$ cat config.mk
export PLATFORM = sky130hd
export DESIGN_NAME = multi_zone_hysteresis_thermostat
export DESIGN_NICKNAME = d
export VERILOG_FILES = /design/src/thst_pkg.sv /design/src/thst_ram.sv /design/src/multi_zone_hysteresis_thermostat.sv
export SDC_FILE = /design/constraint.sdc
export NUM_CORES = 1
export LEC_CHECK = 0
export ABC_CLOCK_PERIOD_IN_PS = 7600
export BUFFER_PORTS_ARGS = -buffer_cell sky130_fd_sc_hd__buf_2
export CAP_MARGIN = 5
export CORE_MARGIN = 8
export CORE_UTILIZATION = 64
export CTS_BUF_LIST = sky130_fd_sc_hd__clkbuf_8
export CTS_CLUSTER_DIAMETER = 80
export CTS_CLUSTER_SIZE = 14
export DETAILED_ROUTE_END_ITERATION = 8
export PLACE_DENSITY_LB_ADDON = 0.05
export SETUP_SLACK_MARGIN = 0.1
export SLEW_MARGIN = 20
export SYNTH_ARGS = -nofsm -noshare
export SYNTH_HDL_FRONTEND = slang
export SYNTH_SLANG_ARGS = --single-unit
$ cat constraint.sdc
create_clock -name clk_i -period 7.6 [get_ports clk_i]
set_clock_uncertainty 0.2 [all_clocks]
set_input_delay 0.76 -clock clk_i [delete_from_list [all_inputs] [get_ports clk_i]]
set_output_delay 0.76 -clock clk_i [all_outputs]
set_load 0.005 [all_outputs]
$ cat src/thst_pkg.sv
package thst_pkg;

  localparam int unsigned ZonesDef = 16;

  localparam int unsigned TempW = 12;
  localparam int unsigned ZoneW = 4;
  localparam int unsigned HystW = 8;
  localparam int unsigned EvW   = 2;

  localparam logic signed [TempW-1:0] SetpointReset = 12'sd320;
  localparam logic [HystW-1:0]        HystReset     = 8'd8;

  localparam logic CmdRead = 1'b0;
  localparam logic CmdSet  = 1'b1;

  typedef enum logic [EvW-1:0] {
    EV_START = 2'd0,
    EV_STOP  = 2'd1,
    EV_ACK   = 2'd2
  } event_e;

  typedef struct packed {
    logic                    relay;
    logic signed [TempW-1:0] sp;
  } entry_t;

  localparam int unsigned EntryW = $bits(entry_t);

endpackage

$ cat src/thst_ram.sv
module thst_ram #(
  parameter int unsigned WIDTH = 8,
  parameter int unsigned DEPTH = 16,
  parameter int unsigned AW    = (DEPTH > 1) ? $clog2(DEPTH) : 1
) (
  input  logic             clk_i,
  input  logic             we_i,
  input  logic [AW-1:0]    waddr_i,
  input  logic [WIDTH-1:0] wdata_i,
  input  logic             re_i,
  input  logic [AW-1:0]    raddr_i,
  output logic [WIDTH-1:0] rdata_o
);

  logic [WIDTH-1:0] mem_q [DEPTH];
  logic [WIDTH-1:0] rdata_q;

  always_ff @(posedge clk_i) begin
    if (we_i) begin
      mem_q[waddr_i] <= wdata_i;
    end
    if (re_i) begin
      rdata_q <= mem_q[raddr_i];
    end
  end

  assign rdata_o = rdata_q;

endmodule

$ cat src/multi_zone_hysteresis_thermostat.sv
// Stages: RAM read into the compare stage, then compare and write-back into the result beat.
// Throughput: one item per cycle while results drain; a stalled result holds the compare stage.
// Back-to-back items on one zone use a forwarded copy of the entry just written.
// Reset: async, active low. Per-zone valid flops make every zone read as 20 C, relay off;
// no clearing pass. Hysteresis resets to 8 (0.5 C).
module multi_zone_hysteresis_thermostat #(
  parameter int unsigned ZONES = thst_pkg::ZonesDef
) (
  input  logic                       clk_i,
  input  logic                       rst_ni,
  input  logic                       cfg_we_i,
  input  logic [thst_pkg::HystW-1:0] cfg_wdata_i,
  input  logic                       s_axis_tvalid,
  output logic                       s_axis_tready,
  input  logic [15:0]                s_axis_tdata,   // zone[3:0], value[15:4]
  input  logic                       s_axis_tuser,   // command
  output logic                       m_axis_tvalid,
  input  logic                       m_axis_tready,
  output logic [15:0]                m_axis_tdata,   // zone_res[3:0], level[15:4]
  output logic [thst_pkg::EvW-1:0]   m_axis_tuser    // event_res
);

  import thst_pkg::*;

  localparam int unsigned AW = (ZONES > 1) ? $clog2(ZONES) : 1;
  localparam int unsigned CmpW = TempW + 2;

  logic [HystW-1:0] hyst_q;

  logic [ZoneW-1:0]        in_zone;
  logic signed [TempW-1:0] in_val;
  logic [AW-1:0]           in_idx;
  logic                    acc;

  logic                    s1_valid_q, s1_valid_d;
  logic                    s1_cmd_q;
  logic [ZoneW-1:0]        s1_zone_q;
  logic signed [TempW-1:0] s1_val_q;
  logic                    s1_inr_q;
  logic [AW-1:0]           s1_idx;
  logic                    s1_go;

  logic                    fwd_q, fwd_d;
  entry_t                  fwd_data_q;
  logic [ZONES-1:0]        valid_q;

  logic [EntryW-1:0] rdata;
  entry_t            cur, nxt;
  logic              wr;
  logic              hit;
  event_e            ev;

  logic signed [CmpW-1:0] val_x, sp_x, lim_x;

  logic                    out_valid_q, out_valid_d;
  logic [ZoneW-1:0]        out_zone_q;
  event_e                  out_ev_q;
  logic signed [TempW-1:0] out_level_q;

  assign in_zone = s_axis_tdata[ZoneW-1:0];
  assign in_val  = s_axis_tdata[ZoneW +: TempW];
  assign in_idx  = AW'(in_zone);
  assign acc     = s_axis_tvalid && s_axis_tready;

  assign s1_idx        = AW'(s1_zone_q);
  assign s1_go         = s1_valid_q && (!out_valid_q || m_axis_tready);
  assign s_axis_tready = !s1_valid_q || s1_go;

  thst_ram #(
    .WIDTH (EntryW),
    .DEPTH (ZONES),
    .AW    (AW)
  ) u_ram (
    .clk_i   (clk_i),
    .we_i    (wr),
    .waddr_i (s1_idx),
    .wdata_i (nxt),
    .re_i    (acc),
    .raddr_i (in_idx),
    .rdata_o (rdata)
  );

  always_comb begin
    if (fwd_q) begin
      cur = fwd_data_q;
    end else if (valid_q[s1_idx]) begin
      cur = entry_t'(rdata);
    end else begin
      cur = '{relay: 1'b0, sp: SetpointReset};
    end
  end

  assign val_x = {{2{s1_val_q[TempW-1]}}, s1_val_q};
  assign sp_x  = {{2{cur.sp[TempW-1]}}, cur.sp};
  assign lim_x = sp_x + $signed({{(CmpW-HystW){1'b0}}, hyst_q});

  always_comb begin
    nxt = cur;
    hit = 1'b0;
    ev  = EV_ACK;
    if (s1_cmd_q == CmdSet) begin
      nxt.sp = s1_val_q;
      hit    = 1'b1;
      ev     = EV_ACK;
    end else if (!cur.relay) begin
      if (val_x <= sp_x) begin
        nxt.relay = 1'b1;
        hit       = 1'b1;
        ev        = EV_START;
      end
    end else if (val_x > lim_x) begin
      nxt.relay = 1'b0;
      hit       = 1'b1;
      ev        = EV_STOP;
    end
  end

  assign wr    = s1_go && s1_inr_q;
  assign fwd_d = acc && wr && (in_idx == s1_idx);

  always_comb begin
    if (acc) begin
      s1_valid_d = 1'b1;
    end else if (s1_go) begin
      s1_valid_d = 1'b0;
    end else begin
      s1_valid_d = s1_valid_q;
    end
  end

  always_comb begin
    if (s1_go) begin
      out_valid_d = s1_inr_q && hit;
    end else if (m_axis_tready) begin
      out_valid_d = 1'b0;
    end else begin
      out_valid_d = out_valid_q;
    end
  end

  always_ff @(posedge clk_i or negedge rst_ni) begin
    if (!rst_ni) begin
      hyst_q      <= HystReset;
      s1_valid_q  <= 1'b0;
      fwd_q       <= 1'b0;
      valid_q     <= '0;
      out_valid_q <= 1'b0;
    end else begin
      if (cfg_we_i) begin
        hyst_q <= cfg_wdata_i;
      end
      s1_valid_q  <= s1_valid_d;
      // forward select stays with the entry while it waits in the compare stage
      if (acc) begin
        fwd_q <= fwd_d;
      end
      out_valid_q <= out_valid_d;
      if (wr) begin
        valid_q[s1_idx] <= 1'b1;
      end
    end
  end

  always_ff @(posedge clk_i) begin
    if (acc) begin
      s1_cmd_q  <= s_axis_tuser;
      s1_zone_q <= in_zone;
      s1_val_q  <= in_val;
      s1_inr_q  <= 32'(in_zone) < ZONES;
    end
    if (fwd_d) begin
      fwd_data_q <= nxt;
    end
    if (s1_go && hit) begin
      out_zone_q  <= s1_zone_q;
      out_ev_q    <= ev;
      out_level_q <= s1_val_q;
    end
  end

  assign m_axis_tvalid = out_valid_q;
  assign m_axis_tdata  = {out_level_q, out_zone_q};
  assign m_axis_tuser  = out_ev_q;

endmodule

==> impl_metrics.json <==
{
  "r2r_slack_ns": 1.28,
  "startpoint_type": "flop",
  "core_sq_um": 18800,
  "insertion_delay_ns": 0.57,
  "dieArea_sq_um": 23900,
  "io_buffers": 49,
  "numCtsBuffers": 25,
  "die_h_microns": 154,
  "maxCapViolCount": 0,
  "cts_htree_levels": 1,
  "synth_compound_area_share_pct": 4.03,
  "synth_cells": 626,
  "worst_hold_slack_ns": 0.154,
  "drive_gt1_share_pct": 31.3,
  "worst_hold_startpoint": "s_axis_tuser",
  "routed_wl_mm": 25.3,
  "hold_path_end": "s1_cmd_q$_DFFE_PP_",
  "yosysSeqAreaShare_pct": 71.4,
  "min_path_cells": 1,
  "final_cell_mix": "edfxtp_1 (269), mux4_2 (67), buf_2 (48), inv_1 (34), ha_1 (34)",
  "async_flop_share_pct": 9.12,
  "grt_pass1_wl_mm": 38.4,
  "worstSetupPathType": "flop to flop",
  "vias": 6158,
  "io_pins": 50,
  "wire_per_inst_microns": 26.7,
  "synth_ff_type": "edfxtp_1",
  "path_clk_slew_ns": 0.09,
  "synth_edf_count": 269,
  "required_ns": 7.70,
  "r2r-end": "u_ram.mem_q[14][12]$_DFFE_PP_",
  "power.total_uw": 3390,
  "final_antenna_net_count": 0,
  "synth-simple-area-share_pct": 4.06,
  "yosysWarnings": 0,
  "synthAdderAreaFrac_pct": 3.63,
  "synth.avg_cell_area_sq_um": 19.6,
  "antenna_found_initial": 0,
  "cts_tree": "yes",
  "place.gp.congestion": 0.903,
  "reg2reg_from": "s1_idx[0]$_DFFE_PP_",
  "layout_commonest_cell": "edfxtp_1",
  "syn_area_sq_um": 12300,
  "cts-root-buf": "clkbuf_8",
  "drtPass1Iterations": 4,
  "max_freq_ghz": 0.158,
  "vias_per_cell": 6.48,
  "fin_setup_tns_ns": 0,
  "grt_overflow": 0,
  "min_period_over_period_pct": 83.2,
  "final_util_pct": 71.1,
  "rsz0062_at_grt": "false",
  "rr_worst_depth": 18,
  "final-max-slew-violation-count": 0,
  "start_util_pct": 65.4,
  "grt_max_degree": 55,
  "finalSetupViolCount": 0,
  "synthMuxAreaShare_pct": 14.4,
  "n_fill_cell": 1181,
  "synth-xor-area-share_pct": 0.999,
  "cp-end-kind": "flop",
  "clkSinkCount": 296,
  "p_leak_uw": 0.00463,
  "vdd_ir_drop_max_mv": 0.161,
  "hold_viol": 0,
  "syn_nets": 691,
  "cts.path.max_buffers": 3,
  "status": "complete, no violations",
  "synth_top_family_by_area": "multiplexers",
  "synthToLayoutAreaGrowth_pct": 8.79,
  "cts_resized": 0,
  "crit_path_max_fanout": 17,
  "fp.dieW_microns": 154,
  "synth_seq_cells": 296,
  "min_period_ns": 6.32,
  "hold_path_class": "primary input to flop",
  "ys_types": 58,
  "diodes": 0,
  "power_density_nw_per_um2": 254,
  "rows": 50,
  "first_global_vias": 6328,
  "drt_iter0_markers": 542,
  "hpwl_mm": 15.8,
  "worstMarginPinSlew_ns": 1.06,
  "drc": 0,
  "slew_headroom_pct": 28.9,
  "post_cts_buffers": 0,
  "arrival_ns": 6.42,
  "nets": 762,
  "grt.total_usage_pct": 21.6
}
==> worst max-delay path, stage by stage, from the launching register on <==
cell	delay, ns
edfxtp_1	0.75
mux4_1	0.64
a22oi_1	0.26
o22ai_2	0.33
a22o_1	0.37
ha_1	0.22
fa_1	0.42
a21o_1	0.21
a21oi_1	0.22
o21a_1	0.19
o21ai_0	0.14
o21ai_1	0.15
o21ai_0	0.11
ha_1	0.35
nand4_1	0.13
a311oi_1	0.08
or2_2	0.29
o2111ai_1	0.46
o22a_1	0.55
==> per-layer routing <==
metal,track usage [%],wire length (microns)
met1,29.1,10500
met2,35.4,12500
met3,3.90,1720
met4,7.00,686
met5,0,0
==> sequential cells by signal (all words and copies together), names as in the netlist <==
signal,count
s1_valid_q,1
hyst_q,8
out_level_q,12
m_axis_tuser,2
out_zone_q,4
m_axis_tvalid,1
u_ram.mem_q,208
s1_cmd_q,1
u_ram.rdata_o,13
fwd_q,1
valid_q,16
fwd_data_q,13
s1_val_q,12
s1_idx,4
==> through the flow <==
step           std cells  area (sq um)  worst slack, ns
2_1_floorplan        626         12300             2.06
3_3_place_gp         903         12900             1.54
3_5_place_dp         903         12900             1.36
4_1_cts              950         13300             1.32
5_1_grt              950         13300            0.794
6_report             950         13300             1.28
==> kinds of logic after synthesis <==
logic type                 after synthesis
buffers and inverters                   42
DFF                                    296
muxes                                   85
adders and majority gates               35
and+or+nand+nor                         94
AOI/OAI and AO/OA                       60
xor gates and xnor gates                14
==> area by class of cell <==
class | instances | area (sq um) | share of cell area [%]
clock buffers | 25 | 344 | 2.58
clock inverters | 21 | 95.1 | 0.712
inverters | 17 | 63.8 | 0.478
multi-input cells | 288 | 3390 | 25.4
flip-flops and latches | 296 | 8750 | 65.6
well taps | 234 | 293 | 2.19
repair buffers | 69 | 404 | 3.03
==> Yosys cell counts, types with 5 or more instances <==
master	count	share of area (%)
a21oi_1	15	0.61
a22o_4	5	0.71
buf_2	8	0.33
clkbuf_1	14	0.43
dfrtp_1	26	5.3
edfxtp_1	269	66
ha_1	34	3.5
inv_1	16	0.49
mux2_2	10	0.92
mux2_4	5	0.61
mux4_2	67	12
nand2_1	13	0.40
nand3_1	7	0.29
nand4_1	6	0.31
nor2_1	21	0.64
nor3_1	6	0.24
o21ai_0	6	0.24
or2_2	18	0.92
xor2_1	10	0.71
==> power breakdown <==
group	leakage (uW)	switching [uW]	internal [uW]	total (uW)
Combinational	0.00158	332	247	579
Sequential	0.00276	53.1	1930	1990
Clock	0.000292	509	315	823
==> worst max path at each step <==
stage                              from                            end  slack, ns  cells after the start
floorplan           s1_idx[0]$_DFFE_PP_  m_axis_tuser[0]$_SDFFCE_PP0P_       2.06                     20
global placement    s1_idx[0]$_DFFE_PP_      out_level_q[10]$_DFFE_PP_       1.54                     19
detailed placement  s1_idx[0]$_DFFE_PP_       out_level_q[6]$_DFFE_PP_       1.36                     19
CTS                 s1_idx[0]$_DFFE_PP_   u_ram.mem_q[8][12]$_DFFE_PP_       1.32                     18
global route        s1_idx[0]$_DFFE_PP_       out_level_q[4]$_DFFE_PP_       0.79                     19
finish              s1_idx[0]$_DFFE_PP_  u_ram.mem_q[14][12]$_DFFE_PP_       1.28                     18
==> repair_timing <==
| action | in CTS | in global routing |
|---|---|---|
| endpoints found under the hold margin | 19 | 0 |
| endpoints found under the setup margin | 0 | 0 |
| hold buffers | 1 | 0 |
(Power assumes the default switching activity.)
